$ cat src/rtl/yhe_pkg.sv
// Yaw heading extract package: widths, item and cell-chain types, identity constant.
// Used by yhe_prep, yhe_cell and yaw_heading_extract_top; no dependencies.
package yhe_pkg;

	localparam int FRAC_BITS = 14;
	localparam int IW        = 16;
	localparam int MW        = 16;
	localparam int NUM_CELLS = MW;
	localparam int SQW       = 2 * IW;
	localparam int DW        = (2 * FRAC_BITS + 35 > 68) ? 2 * FRAC_BITS + 35 : 68;
	localparam int R_SH      = 2 * FRAC_BITS + 2;
	localparam int Q_SH      = MW + 1;
	localparam int S_SH      = 2 * MW;

	localparam logic [IW-1:0] IDENT_COS = (FRAC_BITS > IW - 2) ? {1'b0, {(IW-1){1'b1}}} :
		IW'(1 << FRAC_BITS);

	// first member sits in the highest bits, so x_col_x lands in bits [15:0]
	typedef struct packed {
		logic signed [IW-1:0] z_col_z;
		logic signed [IW-1:0] y_col_y;
		logic signed [IW-1:0] y_col_x;
		logic signed [IW-1:0] x_col_y;
		logic signed [IW-1:0] x_col_x;
	} in_t;

	typedef struct packed {
		logic signed [DW-1:0] d;
		logic signed [DW-1:0] q;
		logic [MW-1:0]        m;
		logic                 neg;
	} lane_t;

	typedef struct packed {
		lane_t                lane_cos;
		lane_t                lane_sin;
		logic signed [DW-1:0] sq;
		logic                 used_x;
		logic                 degen;
	} cell_t;

endpackage

$ cat src/rtl/yhe_cell.sv
// One search cell: decides one result bit of both heading components.
// Identical cells shift the scaled terms down for the next bit; uses yhe_pkg.
module yhe_cell (
	input  logic              clk,
	input  logic              arst_n,
	input  logic              in_valid,
	output logic              in_ready,
	input  yhe_pkg::cell_t    in_data,
	output logic              out_valid,
	input  logic              out_ready,
	output yhe_pkg::cell_t    out_data
);

	function automatic yhe_pkg::lane_t lane_step(input yhe_pkg::lane_t l,
			input logic signed [yhe_pkg::DW-1:0] sq);
		yhe_pkg::lane_t                r;
		logic signed [yhe_pkg::DW-1:0] d_in, q_in, dn, qs;
		logic                          acc;
		d_in  = l.d;
		q_in  = l.q;
		dn    = d_in - q_in - sq;
		acc   = !dn[yhe_pkg::DW-1];
		qs    = acc ? q_in + (sq <<< 1) : q_in;
		r.d   = acc ? dn : d_in;
		r.q   = qs >>> 1;
		r.m   = {l.m[yhe_pkg::MW-2:0], acc};
		r.neg = l.neg;
		return r;
	endfunction

	logic           v_q;
	logic           en;
	yhe_pkg::cell_t nxt;
	yhe_pkg::cell_t data_q;

	always_comb begin
		nxt          = in_data;
		nxt.lane_cos = lane_step(in_data.lane_cos, in_data.sq);
		nxt.lane_sin = lane_step(in_data.lane_sin, in_data.sq);
		nxt.sq       = in_data.sq >>> 2;
	end

	assign en       = !v_q || out_ready;
	assign in_ready = en;

	always_ff @(posedge clk or negedge arst_n) begin
		if (!arst_n) begin
			v_q <= 1'b0;
		end else if (en) begin
			v_q <= in_valid;
		end
	end

	always_ff @(posedge clk) begin
		if (en) begin
			data_q <= nxt;
		end
	end

	assign out_valid = v_q;
	assign out_data  = data_q;

endmodule

$ cat config.mk
export PLATFORM = sky130hd
export DESIGN_NAME = yhe_cell
export DESIGN_NICKNAME = d
export VERILOG_FILES = /design/src/rtl/yhe_pkg.sv /design/src/rtl/yhe_cell.sv
export SDC_FILE = /design/constraint.sdc
export NUM_CORES = 1
export LEC_CHECK = 0
export ABC_AREA = 1
export BUFFER_PORTS_ARGS = -buffer_cell sky130_fd_sc_hd__buf_4
export CORE_UTILIZATION = 25
export DETAILED_ROUTE_END_ITERATION = 12
export HOLD_SLACK_MARGIN = 0.03
export PLACE_DENSITY = 0.38
export SYNTH_ARGS = -nofsm -noshare
export SYNTH_HDL_FRONTEND = slang
export SYNTH_SLANG_ARGS = --single-unit
export TNS_END_PERCENT = 100
$ cat constraint.sdc
create_clock -name clk -period 17.75 [get_ports clk]
set_input_delay 1.775 -clock clk [delete_from_list [all_inputs] [get_ports clk]]
set_output_delay 1.775 -clock clk [all_outputs]
set_load 0.02 [all_outputs]
==> metrics, run 1 <==
outcome=complete, no violations; Register Area=11200 um^2; Initial Util=roughly 25%; number of flops mapped to enable cells by yosys=~370; Seq pwr share=approximately 26%; Post-DP Area=49000 um^2; DRT iter0 DRCs=3203; most frequent cells in the layout=nand2_1 (2785), inv_1 (1135), buf_4 (769), nor2_1 (481), edfxtp_1 (372); Fill cells=roughly 19000; Post-Synthesis Cells=roughly 6400; sequential element share of the synthesized area=a little over a quarter; Max Fanout on Critical Path=48; dpl cells=9261; met1 wire length=109000 um; crit path cell chain=buf_4 -> inv_1 -> fa_1 -> ha_1 -> nand2_1 -> nor2_2 -> nand2_1 -> nor2_1 -> nand2_1 -> nand3_2 -> nand2_1 -> nand2_2 -> nand2_2 -> nand2_1 -> nand2_1 -> nand2_4 -> buf_4 -> buf_4 -> nand2_1 -> nand2_1; io pins=758; most used cell, CP=nand2_1; Clock transition at path regs=approximately 0.06 ns; antenna violation net count after detailed routing=0; crit path DAT=6.48 ns; Post-Syn Area=41000 um^2; max layer used=met4; warnings from Yosys=0; syn_area_per_cell=6.42 um^2; FF-to-FF End=out_data[317]; hold_buf cts=0; most common cell after layout, fill and taps aside=nand2_1; vias in the first global route=43637; Synth top area share=27.3%; final slew viol count=0; Final Cycle Share=33.7%; DIE WIDTH=407 um; Area Overhead vs Synth=23.6%; global route total overflow=0; drt pass-1 iters=6; die area=165000 um^2; Reg2Reg Depth=4; setup TNS=0 ns; type of origin of the critical path=input pin; crit path from=in_data[14]; final worst path period need=5.98 ns; number of port buffers=between 700 and 800; Slew headroom=between 20% and 30%; Root Buffer=clkbuf_16; largest stage delay on the critical path=0.60 ns; P_sw=2.60 mW; combinational share of power=approximately 56%; top cells by area, synth=edfxtp_1 (27%), nand2_1 (26%), inv_1 (10%), ha_1 (8.2%), fa_1 (6.6%); Worst Skew=0.0264 ns; standard-cell rows=approximately 150; Worst Tran Pin Value=1.17 ns; Critical R2R Launch=out_valid; maximum vdd drop=~0.000066 V; Slowest-stage cell, CP=buf_4; Worst-Skew Late Latency=0.66 ns; Routed Wire Length=~240000 um; CP required=18.25 ns; detailed route wirelength on metal2=116000 um; hold_ws=around 0.9 ns; CTS tree=built; Max Fclk=167 MHz; Worst setup endpoint=out_data[250]; Mapped Nets=7163; Synth Register Bits=373; initial antenna violation count=24; flop-to-flop setup slack=roughly 14 ns; Final HPWL DP=~220000 um; footprint of the multi-input gates=~25000 um^2; layout cell share with drive strength beyond 1=12.0%; CP endpoint kind=flip-flop; worst hold path type=input pin to async pin; asr flop ratio synth=less than 1%; post-CTS setup repair buffer count=0; Switching Fraction=48.7%; Top delay family on crit path=simple AND/OR/NAND/NOR gates; Non-Filler Instances=9359; Via density=4.70; Total Routing Usage GR=28.7%; met3 WL=around 10000 um; die height=407 um; Crit path depth=20; power per cell area=105 nW/um^2; # clock sinks=around 370; global-route wire length before repair=328000 um; Final Hold Viols=0; leading area contributor after synthesis=edfxtp_1; Worst Path Buf+Inv=4; Clk pwr share=18.6%; largest net degree at the start of global routing=80; Core ar.=roughly 160000 um^2; CTS H-Tree Depth=2; Leakage=27.4 nW; overall power=5.34 mW; Placer Congestion=between 0.9 and 1; post-synth cell types=36; nets=7924; Max Cap Violations=0; Setup Crit Path Kind=input pin to flip-flop; final setup vio count=0; Clock Path Buffers=3; RSZ-0062 raised after global routing=false; Design Area, Final=between 50000 and 60000 um^2; # DRC=0; CTS Buf Count=50; post-cts sizing count=0; DR vias=43963; ys flop type=edfxtp_1; wire length per cell=26.0 um; internal power=around 2.7 mW
## registers in the layout, summed over array words and instances, names as in the netlist
signal	cells
out_data	372
out_valid	1
## how the worst min path moves through the flow
stage	start	to	cells past startpoint
final	arst_n	out_valid	1
after global routing	arst_n	out_valid	1
after CTS	arst_n	out_valid	1
after detailed placement	out_valid	out_valid	2
after global placement	out_valid	out_valid	2
after floorplan	arst_n	out_valid	0
## cells in the mapped netlist (all sizes together) (2+ instances only)
master	instances
or2	2
a21o	10
nor3	65
o21bai	75
nor4	4
o21a	6
and2	6
xnor2	7
nand2b	2
buf	60
nand3b	24
nor2	487
o21ai	109
nand2	2794
a21boi	9
fa	136
a21oi	355
o211ai	4
xor2	159
nand4	14
edfxtp	372
ha	270
inv	1137
nand3	269
## worst reg2reg max path, stage by stage (launching register included)
cell	delay (ns)
dfrtp_1	0.41
nand2_4	0.61
buf_4	0.72
buf_4	0.74
buf_4	0.93
## stage by stage
step / utilization (%) / worst slack (ns)
after detailed placement: 30.1 / 11.07
after CTS: 31.1 / 11.77
after global routing: 31.1 / 11.51
final: 31.1 / 11.77
after global placement: 30.1 / 11.09
after floorplan: - / 6.21
## layer usage
metal	GRT usage (%)	vias to the layer above
met5	0	-
met4	9.41	0
met3	2.53	235
met2	49.0	1242
met1	37.8	21191
li1	-	21295
## power by group through the flow
stage	clock network (mW)	logic [mW]	registers, mW
detailed placement	0	2.97	1.39
global placement	0	2.98	1.38
floorplan	0	1.37	1.69
global route	1.05	3.21	1.39
CTS	1.02	2.98	1.37
finish	0.993	2.98	1.37
## layout make-up
type                       instances  area share [%]
inverter                        1137            8.43
clock buffer                      62            2.60
multi-input combinational       4807            49.6
tap                             2175            5.38
sequential                       373            22.1
clock inverter                    28           0.443
antenna                            8          0.0396
timing repair buffer             769            11.4
## cells by family after synthesis
kind of cell	Yosys count	synth area share, %
AOI/OAI and AO/OA	568	7.59
xor gates and xnor gates	166	3.55
adders and majority gates	406	14.9
buffers and inverters	1197	11.5
DFF	373	27.3
and+or+nand+nor	3667	35.2
Power figures use the tool's default switching activity.
==> inputs of run 2 (changes only) <==
--- a/config.mk
+++ b/config.mk
@@ -5,12 +5,12 @@
 export SDC_FILE = /design/constraint.sdc
 export NUM_CORES = 1
 export LEC_CHECK = 0
-export ABC_AREA = 1
+export ABC_AREA = 0
 export BUFFER_PORTS_ARGS = -buffer_cell sky130_fd_sc_hd__buf_4
 export CORE_UTILIZATION = 25
 export DETAILED_ROUTE_END_ITERATION = 12
 export HOLD_SLACK_MARGIN = 0.03
-export PLACE_DENSITY = 0.38
+export PLACE_DENSITY = 0.39
 export SYNTH_ARGS = -nofsm -noshare
 export SYNTH_HDL_FRONTEND = slang
 export SYNTH_SLANG_ARGS = --single-unit
==> constraint.sdc (replaced) <==
create_clock -name clk -period 6.2 [get_ports clk]
set_input_delay 0.62 -clock clk [delete_from_list [all_inputs] [get_ports clk]]
set_output_delay 0.62 -clock clk [all_outputs]
set_load 0.02 [all_outputs]
==> run 2 against run 1 <==
Sequential share of layout area is 4.4 points higher. Via count shrank 33%. Sequential cell count did not move.
==> metrics, run 2 <==
outcome=complete, no violations; CTS Buf Count=53 (+6.0%); Clock Path Buffers=3 (unchanged); Max Fclk=196 MHz; ys flop type=edfxtp_1; DR vias=29383 (-33%); final worst path period need=5.11 ns; Max Cap Violations=0 (unchanged); type of origin of the critical path=input pin; power per cell area=358 nW/um^2 (+240%); drt pass-1 iters=7 (+1); final slew viol count=0 (unchanged); setup TNS=0 ns (unchanged); crit path DAT=5.50 ns (-0.98 ns); Slew headroom=34.9% (+13 points); Synth top cells by count=nand2_1 (428), edfxtp_1 (372), o21ai_0 (370); antenna violation net count after detailed routing=0 (unchanged); Worst Tran Pin Value=0.977 ns (-0.188 ns); final setup vio count=0 (unchanged); maximum vdd drop=0.000203 V (+210%); top cells by area, synth=edfxtp_1 (34%), ha_1 (10%), fa_1 (8.3%), o21ai_0 (5.7%), nand2_1 (4.9%); layout cell share with drive strength beyond 1=22.5% (+11 points); Clock transition at path regs=0.06 ns (about the same); global route total overflow=0 (unchanged); hold_ws=0.154 ns (-0.744 ns); worst hold path type=input pin to flip-flop; Post-DP Area=40500 um^2 (-17%); CTS H-Tree Depth=2 (unchanged); Leakage=18.7 nW (-32%); syn_area_per_cell=9.32 um^2 (+45%); Total Routing Usage GR=21.6% (-7.1 points); Reg2Reg Depth=2 (-2); Synth Register Bits=373 (unchanged); Design Area, Final=42300 um^2 (-16%); warnings from Yosys=0 (unchanged); global-route wire length before repair=207000 um (-37%); vias in the first global route=29348 (-33%); overall power=15.1 mW (+180%); Via density=4.87 (+3.8%); Worst-Skew Late Latency=0.66 ns (about the same); FF-to-FF End=out_data[341]; DIE WIDTH=363 um (-11%); Worst setup endpoint=out_data[284]; die area=132000 um^2 (-20%); Placer Congestion=0.897 (-7.6%); CTS tree=built; die height=363 um (-11%); # clock sinks=373 (unchanged); Post-Synthesis Cells=3502 (-45%); # DRC=0 (unchanged); post-cts sizing count=0 (unchanged); RSZ-0062 raised after global routing=false; Area Overhead vs Synth=29.5%; Mapped Nets=4288 (-40%); wire length per cell=24.5 um (-6.0%); Max Fanout on Critical Path=43 (-10%); Synth top area share=34.2% (+7.0 points); Post-Syn Area=32600 um^2 (-20%); io pins=758 (unchanged); number of flops mapped to enable cells by yosys=372 (unchanged); Core ar.=129000 um^2 (-20%); asr flop ratio synth=0.268% (unchanged); Critical R2R Launch=out_valid; DRT iter0 DRCs=1971 (-38%); Final Cycle Share=82.4%; sequential element share of the synthesized area=34.3% (+7.0 points); Setup Crit Path Kind=input pin to flip-flop; leading area contributor after synthesis=edfxtp_1; standard-cell rows=132 (-11%); largest net degree at the start of global routing=135 (+69%); flop-to-flop setup slack=4.45 ns (-9.45 ns); nets=5022 (-37%); Final HPWL DP=124000 um (-43%); Final Hold Viols=0 (unchanged); max reg flops=372 (unchanged); most common cell after layout, fill and taps aside=buf_4; Root Buffer=clkbuf_16; Initial Util=25.2% (+0.039 points); most frequent cells in the layout=buf_4 (815), nand2_1 (428), edfxtp_1 (372), o21ai_0 (370), a21oi_1 (318); post-synth cell types=94 (+160%); CP endpoint kind=flip-flop; initial antenna violation count=21 (-13%); Routed Wire Length=148000 um (-39%); crit path from=in_data[6]; most numerous cell in the Yosys netlist=nand2_1; Final Util=32.6% (+1.6 points); CP required=6.58 ns (-11.67 ns); Worst Skew=0.0189 ns (-0.00758 ns); number of port buffers=755 (unchanged)
run 2: cell types whose count changed after synthesis, moves of 63 or more:
cell,delta
a21o_1,+169
inv_1,-874
clkbuf_1,+108
o21ai_0,+265
nand3_1,-228
nor2_1,-332
xnor2_1,+141
nand4_1,+63
nand2_1,-2358
run 2: report_power, final:
group	internal [mW]	leakage (nW)	total, mW	switching (mW)
combinational	2.96	14.1	7.77	4.81
clock	1.85	0.844	3.17	1.32
sequential	3.88	3.79	4.20	0.324
total	8.69	18.7	15.1	6.45
run 2: worst max-delay path: stages:
cell and delay, ns:
buf_4 0.13, inv_1 0.17, fa_1 0.44, ha_1 0.39, nand4_1 0.13, a21oi_1 0.61, o21ai_0 0.33, buf_4 0.21
nand3_1 0.07, buf_4 0.17, a41oi_2 0.14, buf_4 0.19, o21ai_1 0.13, buf_4 0.17, a21boi_2 0.10, o22ai_1 0.26
a21oi_1 0.17, xnor2_2 0.29, buf_12 0.26, buf_4 0.30, o21ai_0 0.14
run 2: worst min-delay path by stage:
stage,start,end,slack (ns),depth (start not counted)
final,in_data[80],out_data[81],0.15,1
after global routing,in_data[79],out_data[80],0.11,1
after CTS,in_data[238],out_data[239],0.09,1
after detailed placement,arst_n,out_valid,0.40,1
after global placement,arst_n,out_valid,0.40,1
after floorplan,arst_n,out_valid,0.32,0
run 2: per-layer routing:
layer | share of wire (%) | vias to the layer above | routed length [um] | GRT usage, %
li1 | - | 14145 | - | -
met1 | 44 | 14219 | 64300 | 28.2
met2 | 48 | 845 | 70200 | 36.1
met3 | 6.1 | 158 | 8970 | 4.12
met4 | 2.7 | 16 | 3940 | 6.05
met5 | 0.077 | - | 113 | 0
run 2: through the flow:
stage	setup slack, ns	std cells
finish	1.09	6028
global placement	0.422	5922
floorplan	0.231	3502
global route	0.813	6025
CTS	1.04	6019
detailed placement	0.372	5922
run 2: logic make-up after synthesis:
family	synth area share, %
adders and majority gates	18.7
muxes	0.537
xor gates and xnor gates	7.09
buffers and inverters	5.12
AOI/OAI and AO/OA	22.2
DFF	34.3
and+or+nand+nor	12.1
run 2: layout make-up:
type | count | area [um^2]
diodes | 9 | 22.5
repair buffers | 828 | 6370
fillers | 13793 | 87200
clock inverters | 27 | 287
multi-input cells | 2718 | 19800
inverters | 262 | 986
flip-flops and latches | 373 | 11200
clock buffers | 69 | 1450
well taps | 1742 | 2180
run 2: timing repair:
| item | CTS | global route |
|---|---|---|
| buffers inserted | 0 | 0 |
| hold buffers | 1 | 0 |
| hold endpoints to repair | 1 | 0 |
