File: config.mk
export PLATFORM = sky130hd
export DESIGN_NAME = yhe_prep
export DESIGN_NICKNAME = d
export VERILOG_FILES = /design/src/rtl/yhe_pkg.sv /design/src/rtl/yhe_prep.sv
export SDC_FILE = /design/constraint.sdc
export NUM_CORES = 1
export LEC_CHECK = 0
export BUFFER_PORTS_ARGS = -buffer_cell sky130_fd_sc_hd__clkbuf_2
export CORE_MARGIN = 4
export CORE_UTILIZATION = 55
export DETAILED_ROUTE_END_ITERATION = 12
export PLACE_DENSITY = 0.77
export SYNTH_ARGS = -nofsm -noshare
export SYNTH_HDL_FRONTEND = slang
export SYNTH_SLANG_ARGS = --single-unit
File: constraint.sdc
create_clock -name clk -period 6.1 [get_ports clk]
set_input_delay 1.83 -clock clk [delete_from_list [all_inputs] [get_ports clk]]
set_output_delay 1.83 -clock clk [all_outputs]
set_load 0.02 [all_outputs]
File: src/rtl/yhe_pkg.sv
// Yaw heading extract package: widths, item and cell-chain types, identity constant.
// Used by yhe_prep, yhe_cell and yaw_heading_extract_top; no dependencies.
package yhe_pkg;

	localparam int FRAC_BITS = 14;
	localparam int IW        = 16;
	localparam int MW        = 16;
	localparam int NUM_CELLS = MW;
	localparam int SQW       = 2 * IW;
	localparam int DW        = (2 * FRAC_BITS + 35 > 68) ? 2 * FRAC_BITS + 35 : 68;
	localparam int R_SH      = 2 * FRAC_BITS + 2;
	localparam int Q_SH      = MW + 1;
	localparam int S_SH      = 2 * MW;

	localparam logic [IW-1:0] IDENT_COS = (FRAC_BITS > IW - 2) ? {1'b0, {(IW-1){1'b1}}} :
		IW'(1 << FRAC_BITS);

	// first member sits in the highest bits, so x_col_x lands in bits [15:0]
	typedef struct packed {
		logic signed [IW-1:0] z_col_z;
		logic signed [IW-1:0] y_col_y;
		logic signed [IW-1:0] y_col_x;
		logic signed [IW-1:0] x_col_y;
		logic signed [IW-1:0] x_col_x;
	} in_t;

	typedef struct packed {
		logic signed [DW-1:0] d;
		logic signed [DW-1:0] q;
		logic [MW-1:0]        m;
		logic                 neg;
	} lane_t;

	typedef struct packed {
		lane_t                lane_cos;
		lane_t                lane_sin;
		logic signed [DW-1:0] sq;
		logic                 used_x;
		logic                 degen;
	} cell_t;

endpackage

File: src/rtl/yhe_prep.sv
// Front end: column select, flip, magnitudes and squares, then search seed values.
// Two pipeline stages with per-stage valid; uses yhe_pkg.
module yhe_prep (
	input  logic              clk,
	input  logic              arst_n,
	input  logic              in_valid,
	output logic              in_ready,
	input  yhe_pkg::in_t      in_data,
	output logic              out_valid,
	input  logic              out_ready,
	output yhe_pkg::cell_t    out_data
);

	logic signed [yhe_pkg::IW:0] vx, vy;
	logic [yhe_pkg::IW:0]        abs_x, abs_y;
	logic [yhe_pkg::IW-1:0]      ax, ay;
	logic                        use_x;

	logic                        v_s1, v_s2;
	logic                        en_s1, en_s2;
	logic [yhe_pkg::SQW-1:0]     ax2_s1, ay2_s1;
	logic                        neg_c_s1, neg_s_s1, used_x_s1, degen_s1;

	logic [yhe_pkg::SQW:0]       s_sum;
	logic signed [yhe_pkg::DW-1:0] s_ext, ax2_ext, ay2_ext;
	yhe_pkg::cell_t              seed;
	yhe_pkg::cell_t              data_s2;

	always_comb begin
		use_x = (in_data.y_col_x == '0) && (in_data.y_col_y == '0);
		if (use_x) begin
			vx = (yhe_pkg::IW+1)'(in_data.x_col_x);
			vy = (yhe_pkg::IW+1)'(in_data.x_col_y);
		end else if (in_data.z_col_z > 0) begin
			vx = (yhe_pkg::IW+1)'(in_data.y_col_y);
			vy = -(yhe_pkg::IW+1)'(in_data.y_col_x);
		end else begin
			vx = -(yhe_pkg::IW+1)'(in_data.y_col_y);
			vy = (yhe_pkg::IW+1)'(in_data.y_col_x);
		end
		abs_x = vx[yhe_pkg::IW] ? (yhe_pkg::IW+1)'(-vx) : (yhe_pkg::IW+1)'(vx);
		abs_y = vy[yhe_pkg::IW] ? (yhe_pkg::IW+1)'(-vy) : (yhe_pkg::IW+1)'(vy);
		ax    = abs_x[yhe_pkg::IW-1:0];
		ay    = abs_y[yhe_pkg::IW-1:0];
	end

	assign en_s2    = !v_s2 || out_ready;
	assign en_s1    = !v_s1 || en_s2;
	assign in_ready = en_s1;

	always_ff @(posedge clk or negedge arst_n) begin
		if (!arst_n) begin
			v_s1 <= 1'b0;
		end else if (en_s1) begin
			v_s1 <= in_valid;
		end
	end

	always_ff @(posedge clk) begin
		if (en_s1) begin
			ax2_s1    <= ax * ax;
			ay2_s1    <= ay * ay;
			neg_c_s1  <= vx[yhe_pkg::IW];
			neg_s_s1  <= vy[yhe_pkg::IW];
			used_x_s1 <= use_x;
			degen_s1  <= (vx == '0) && (vy == '0);
		end
	end

	// seed at the top bit: D = 4*a^2*2^(2F) - s, Q = -s*2^17, S = s*2^32
	always_comb begin
		s_sum   = {1'b0, ax2_s1} + {1'b0, ay2_s1};
		s_ext   = yhe_pkg::DW'(s_sum);
		ax2_ext = yhe_pkg::DW'(ax2_s1);
		ay2_ext = yhe_pkg::DW'(ay2_s1);
		seed.lane_cos.d   = (ax2_ext <<< yhe_pkg::R_SH) - s_ext;
		seed.lane_cos.q   = -(s_ext <<< yhe_pkg::Q_SH);
		seed.lane_cos.m   = '0;
		seed.lane_cos.neg = neg_c_s1;
		seed.lane_sin.d   = (ay2_ext <<< yhe_pkg::R_SH) - s_ext;
		seed.lane_sin.q   = -(s_ext <<< yhe_pkg::Q_SH);
		seed.lane_sin.m   = '0;
		seed.lane_sin.neg = neg_s_s1;
		seed.sq           = s_ext <<< yhe_pkg::S_SH;
		seed.used_x       = used_x_s1;
		seed.degen        = degen_s1;
	end

	always_ff @(posedge clk or negedge arst_n) begin
		if (!arst_n) begin
			v_s2 <= 1'b0;
		end else if (en_s2) begin
			v_s2 <= v_s1;
		end
	end

	always_ff @(posedge clk) begin
		if (en_s2) begin
			data_s2 <= seed;
		end
	end

	assign out_valid = v_s2;
	assign out_data  = data_s2;

endmodule

==> flow_metrics.env, run 1 <==
export IMPL_outcome="finished with violations"
export IMPL_violations="negative setup slack"
export IMPL_drc_errors=0
export IMPL_nets=4446
export IMPL_min_path_type="reg2reg"
export IMPL_grtUsageTotal_pct=31.2
export IMPL_met1_usage_pct=37.6
export IMPL_clockBufferDepth=3
export IMPL_netlist_top_cells_area="fa_1 (23%), edfxtp_1 (23%), ha_1 (10%), inv_1 (6.9%), buf_4 (5.9%)"
export IMPL_regArea_mm2=0.00663
export IMPL_cp_end_kind="flop"
export IMPL_finalCriticalPeriod_ns=10.19
export IMPL_die_area_mm2=0.0551
export IMPL_fmax_mhz=98.1
export IMPL_slowest_stage="or4_4"
export IMPL_max_stage_delay_ns=0.59
export IMPL_die_x_um=235
export IMPL_setup_slack_ns=-4.09
export IMPL_via_per_inst=5.45
export IMPL_routedWlPerCell_um=20.6
export IMPL_area_delta_synth_final_pct=35.7
export IMPL_yosysWarnings=0
export IMPL_slew_headroom_pct=37.5
export IMPL_synth_most_common_cell="inv_1"
export IMPL_postCtsHoldBufs=0
export IMPL_fin_skew_ns=0.0192
export IMPL_grt_first_pass_wirelength_um=139000
export IMPL_multi_input_area_mm2=0.0207
export IMPL_initial_utilization_pct=56.0
export IMPL_drt_wl_total_um=92400
export IMPL_clk_pin_slew_ns=0.06
export IMPL_netlist_area_mm2=0.0283
export IMPL_n_fill_cell=3261
export IMPL_ant_nets=0
export IMPL_synthTopCellsByCount="inv_1 (521), fa_1 (331), ha_1 (232)"
export IMPL_hold_viol_final=0
export IMPL_via_count=24500
export IMPL_slew_viol_final=0
export IMPL_cts_sinks=221
export IMPL_hpwl_um=72500
export IMPL_crit_arrival_ns=10.45
export IMPL_grt_max_degree=105
export IMPL_met2_usage_pct=56.0
export IMPL_gr_max_usage_layer="met2"
export IMPL_synth_area_leader_cell="fa_1"
export IMPL_drive_gt1_share_pct=39.9
export IMPL_cp_start_kind="input pin"
export IMPL_use_met3_pct=5.08
export IMPL_async_flop_share_pct=0.905
export IMPL_drv_cap=0
export IMPL_path_class="in2reg"
export IMPL_antenna_found_initial=3
export IMPL_syn_inst=2939
export IMPL_clk_latency_ns=0.53
export IMPL_cts_max_level=1
export IMPL_synth_edf_count=219
export IMPL_grt_overflow_total=0
export IMPL_finalSetupTns_ns=-154.69
export IMPL_cp_max_fo=5
export IMPL_place_congestion=0.946
export IMPL_synth_seq_cells=221
export IMPL_critPathRequiredTime_ns=6.36
export IMPL_port_buffers=360
export IMPL_worst_pin_slew_ns=0.926
export IMPL_setup_viol=53
export IMPL_ys_seq_area_share_pct=23.4
export IMPL_core_mm2=0.0505
export IMPL_synth_ff_type="edfxtp_1"
export IMPL_period_share_pct=167
export IMPL_cp_common_cell="fa_1"
export IMPL_crit_buf_inv=7
export IMPL_synth_cell_type_count=90
export IMPL_rsz0062_at_grt="true"
export IMPL_synth_area_per_cell_um2=9.62
export IMPL_drt_iter0_markers=1624
export IMPL_num_rows=82
export IMPL_drt_pre_antenna_iters=5
export IMPL_crit_family="adder cells"
export IMPL_cts_buffers=23
export IMPL_cts_root_buffer="clkbuf_16"
export IMPL_grt_pass1_vias=25600
export IMPL_die_h_um=235
export IMPL_cts_tree="done"
export IMPL_num_io_pins=462
export IMPL_synth_top_area_share_pct=23.4
-- layer usage --
metal / wire, um / part of all wire [%] / vias up
li1: - / - / 11100
met1: 34400 / 37 / 12000
met2: 46800 / 51 / 1144
met3: 6390 / 6.9 / 291
met4: 4780 / 5.2 / 2
met5: 13 / 0.014 / -
-- cell families (layout without fill, tap and decap cells) --
kind of cell / Yosys count / after routing / synth area share, %
buf+inv: 824 / 1599 / 14.0
mux: 8 / 8 / 0.288
flops: 221 / 221 / 23.4
xor+xnor: 220 / 220 / 6.82
other cells: 1 / 103 / 0.0133
simple gates: 752 / 752 / 13.3
fa+ha+maj: 563 / 563 / 33.7
compound gates: 350 / 350 / 8.50
-- per-stage QoR --
stage	hold WS (ns)	instances	setup WS [ns]	cell area [um2]	util (%)
2_1_floorplan	0.400	3039	-4.11	30200	-
3_3_place_gp	0.403	4308	-4.37	34800	68.9
3_5_place_dp	0.407	4308	-4.51	34800	68.9
4_1_cts	0.421	4431	-3.80	37200	73.6
5_1_grt	0.439	4486	-4.31	38400	76.0
6_report	0.420	4488	-4.09	38400	76.0
-- repair_timing --
action | CTS | global route
buffers inserted | 85 | 65
endpoints found under the setup margin | 54 | 54
pin swaps | 152 | 135
gates resized for setup | 239 | 189
-- cell usage in the layout (no fill, tap or decap), types with 40 or more instances in the layout --
cell type / instances
conb_1: 101
clkbuf_2: 355
nand2_1: 161
ha_1: 179
xnor2_1: 118
buf_6: 105
xor2_1: 66
nor2_1: 169
nor3_1: 56
a21o_1: 40
buf_4: 542
inv_2: 74
a21oi_1: 60
edfxtp_1: 219
fa_1: 310
inv_1: 442
ha_4: 46
-- worst paths after layout --
kind	slack [ns]	depth (start not counted)	startpoint	endpoint
worst min register to register	0.42	0	neg_c_s1	out_data[223]
worst max register to register	0.55	19	ax2_s1[16]	out_data[216]
min in group asynchronous	1.09	1	arst_n	out_valid
worst min-delay path	0.42	0	neg_c_s1	out_data[223]
max in group asynchronous	4.90	1	arst_n	v_s1
worst max-delay path	-4.09	34	in_data[36]	ay2_s1[31]
-- layout make-up --
class | count | share of cell area (%)
repair buffers | 1020 | 19.2
inverters | 539 | 5.49
well taps | 672 | 2.19
diodes | 2 | 0.0130
multi-input cells | 1994 | 54.0
clock inverters | 15 | 0.323
clock buffers | 25 | 1.52
flip-flops and latches | 221 | 17.3
-- state kept, by name, summed over array words and instances, names as in the netlist --
signal / flops
degen_s1: 1
ax2_s1: 31
out_data: 153
ay2_s1: 31
out_valid: 1
neg_c_s1: 1
neg_s_s1: 1
used_x_s1: 1
v_s1: 1
Power of run 1 is not shown: default switching activity piles up to over one toggle a cycle in this logic, so the estimate is an artifact.
==> run 2, diff against run 1 <==
--- a/config.mk
+++ b/config.mk
@@ -7,9 +7,9 @@
 export LEC_CHECK = 0
 export BUFFER_PORTS_ARGS = -buffer_cell sky130_fd_sc_hd__clkbuf_2
 export CORE_MARGIN = 4
-export CORE_UTILIZATION = 55
+export CORE_UTILIZATION = 54
 export DETAILED_ROUTE_END_ITERATION = 12
-export PLACE_DENSITY = 0.77
+export PLACE_DENSITY = 0.79
 export SYNTH_ARGS = -nofsm -noshare
 export SYNTH_HDL_FRONTEND = slang
 export SYNTH_SLANG_ARGS = --single-unit
==> constraint.sdc (replaced) <==
create_clock -name clk -period 8.6 [get_ports clk]
set_input_delay 2.58 -clock clk [delete_from_list [all_inputs] [get_ports clk]]
set_output_delay 2.58 -clock clk [all_outputs]
set_load 0.02 [all_outputs]
==> run 2 against run 1 <==
Effect of this change:
- the flow still finishes with violations (negative setup slack)
- non-clock buffer count decreased by 92
- worst setup slack improved by 2.1 ns
- critical path depth stayed put
- hold slack improved by 0.0031 ns
- cell count fell by 1.8%
- utilization shrank 4.4 points
- die area grew 1.8%
==> flow_metrics.env, run 2 (synthesis gave the netlist of run 1 again) <==
export IMPL_postCtsHoldBufs=0
export IMPL_n_fill_cell=3464
export IMPL_antenna_found_initial=2
export IMPL_diodes=0
export IMPL_die_h_um=237
export IMPL_slew_viol_final=0
export IMPL_layout_commonest_cell="buf_4"
export IMPL_cp_common_cell="fa_1"
export IMPL_num_rows=83
export IMPL_die_area_mm2=0.0561
export IMPL_clk_latency_ns=0.56
export IMPL_wl_met1_um=32100
export IMPL_path_class="in2reg"
export IMPL_critPathRequiredTime_ns=8.91
export IMPL_num_io_pins=462
export IMPL_cts_max_level=1
export IMPL_period_share_pct=123
export IMPL_slowest_stage="or4b_4"
export IMPL_worst_pin_slew_ns=1.02
export IMPL_drv_cap=0
export IMPL_drive_gt1_share_pct=36.5
export IMPL_rsz0062_at_grt="true"
export IMPL_cts_buffers=25
export IMPL_port_buffers=360
export IMPL_r2r_start="ax2_s1[2]"
export IMPL_area_delta_synth_final_pct=30.8
export IMPL_cts_tree="done"
export IMPL_setup_slack_ns=-1.99
export IMPL_final_cell_mix="buf_4 (507), inv_1 (465), clkbuf_2 (351), fa_1 (315), edfxtp_1 (219)"
export IMPL_clk_pin_slew_ns=0.07
export IMPL_ant_nets=0
export IMPL_die_x_um=237
export IMPL_clockBufferDepth=3
export IMPL_wl_met3_um=6440
export IMPL_drc_errors=0
export IMPL_outcome="finished with violations"
export IMPL_slew_headroom_pct=32.1
export IMPL_finalCriticalPeriod_ns=10.59
export IMPL_cp_start_kind="input pin"
export IMPL_hold_viol_final=0
export IMPL_grt_overflow_total=0
export IMPL_crit_arrival_ns=10.90
export IMPL_timing_rr_end="out_data[214]"
export IMPL_setup_viol=46
export IMPL_nets=4356
export IMPL_via_per_inst=5.38
export IMPL_top_layer_used="met4"
export IMPL_hpwl_um=66600
export IMPL_violations="negative setup slack"
export IMPL_min_to="out_data[1]"
export IMPL_min_delay_start="used_x_s1"
export IMPL_via_count=23700
export IMPL_dpl_worst_slack_ns=-2.64
export IMPL_min_path_type="reg2reg"
export IMPL_fmax_mhz=94.4
export IMPL_initial_utilization_pct=54.8
export IMPL_place_congestion=0.958
export IMPL_hold_depth=0
export IMPL_drt_iter0_markers=1709
export IMPL_cts_sinks=221
export IMPL_cts_root_buffer="clkbuf_16"
export IMPL_cp_max_fo=5
export IMPL_grt_first_pass_wirelength_um=124000
export IMPL_routedWlPerCell_um=19.0
export IMPL_core_mm2=0.0516
export IMPL_grt_pass1_vias=23600
export IMPL_max_stage_delay_ns=0.58
export IMPL_drt_pre_antenna_iters=7
export IMPL_largest_reg_flops=153
export IMPL_drt_wl_total_um=83900
export IMPL_met2_wirelength_um=41900
export IMPL_grtUsageTotal_pct=27.3
export IMPL_grt_max_degree=121
export IMPL_cp_end_kind="flop"
export IMPL_worst_r2r_path_depth=19
export IMPL_rrSetupSlack_ns=2.23
export IMPL_fin_skew_ns=0.0391
==> run 2: changes by cell type in the layout (fill, tap and decap cells not counted), sizes merged <==
| cell | change |
|---|---|
| clkbuf | +2 |
| diode | -2 |
| inv | -1 |
| bufinv | +2 |
| buf | -87 |
| clkinvlp | +3 |
| clkinv | -5 |
==> run 2: per-layer routing <==
metal	GRT usage [%]	vias up
met5	0	-
met4	8.90	0
met3	4.34	193
met2	47.5	1077
met1	34.9	11600
li1	-	10900
==> run 2: timing repair <==
item,in CTS,in global routing
setup buffers,39,76
endpoints found under the setup margin,47,48
pin swaps,50,172
cloned,0,1
resized for setup,80,226
==> run 2: layout make-up <==
type / instances / area [um2] / share of cell area, %
inverter: 539 / 2070 / 5.60
tap: 680 / 851 / 2.30
clock inverter: 14 / 181 / 0.490
timing repair buffer: 928 / 6460 / 17.5
multi-input combinational: 1994 / 20100 / 54.4
clock buffer: 32 / 672 / 1.82
sequential: 221 / 6630 / 17.9
==> run 2: worst max-delay path: cells and delay by family <==
| family | cells | cell delay, ns |
|---|---|---|
| adders and majority gates | 7 | 3.03 |
| xor gates and xnor gates | 2 | 0.36 |
| buffers and inverters | 6 | 0.54 |
| AOI/OAI and AO/OA | 11 | 2.43 |
| and+or+nand+nor | 8 | 1.95 |
==> run 2: through the flow <==
stage	util (%)	setup TNS [ns]	hold slack [ns]	instances	area [um2]
3_3_place_gp	66.3	-75.05	0.403	4267	34200
4_1_cts	69.1	-47.19	0.422	4350	35700
3_5_place_dp	66.3	-83.12	0.406	4267	34200
5_1_grt	71.7	-65.80	0.426	4408	37000
2_1_floorplan	-	-51.84	0.400	3039	30000
6_report	71.7	-53.87	0.424	4408	37000
==> run 2: worst max path at each step <==
stage | start | to | slack [ns] | cells past startpoint
detailed placement | in_data[41] | ay2_s1[31] | -2.64 | 33
global route | in_data[53] | ax2_s1[31] | -2.25 | 39
global placement | in_data[41] | ay2_s1[31] | -2.50 | 33
CTS | in_data[38] | ay2_s1[31] | -1.95 | 33
floorplan | in_data[35] | ay2_s1[31] | -2.36 | 32
finish | in_data[35] | ay2_s1[31] | -1.99 | 34
Power of run 2 is left out for the same reason.
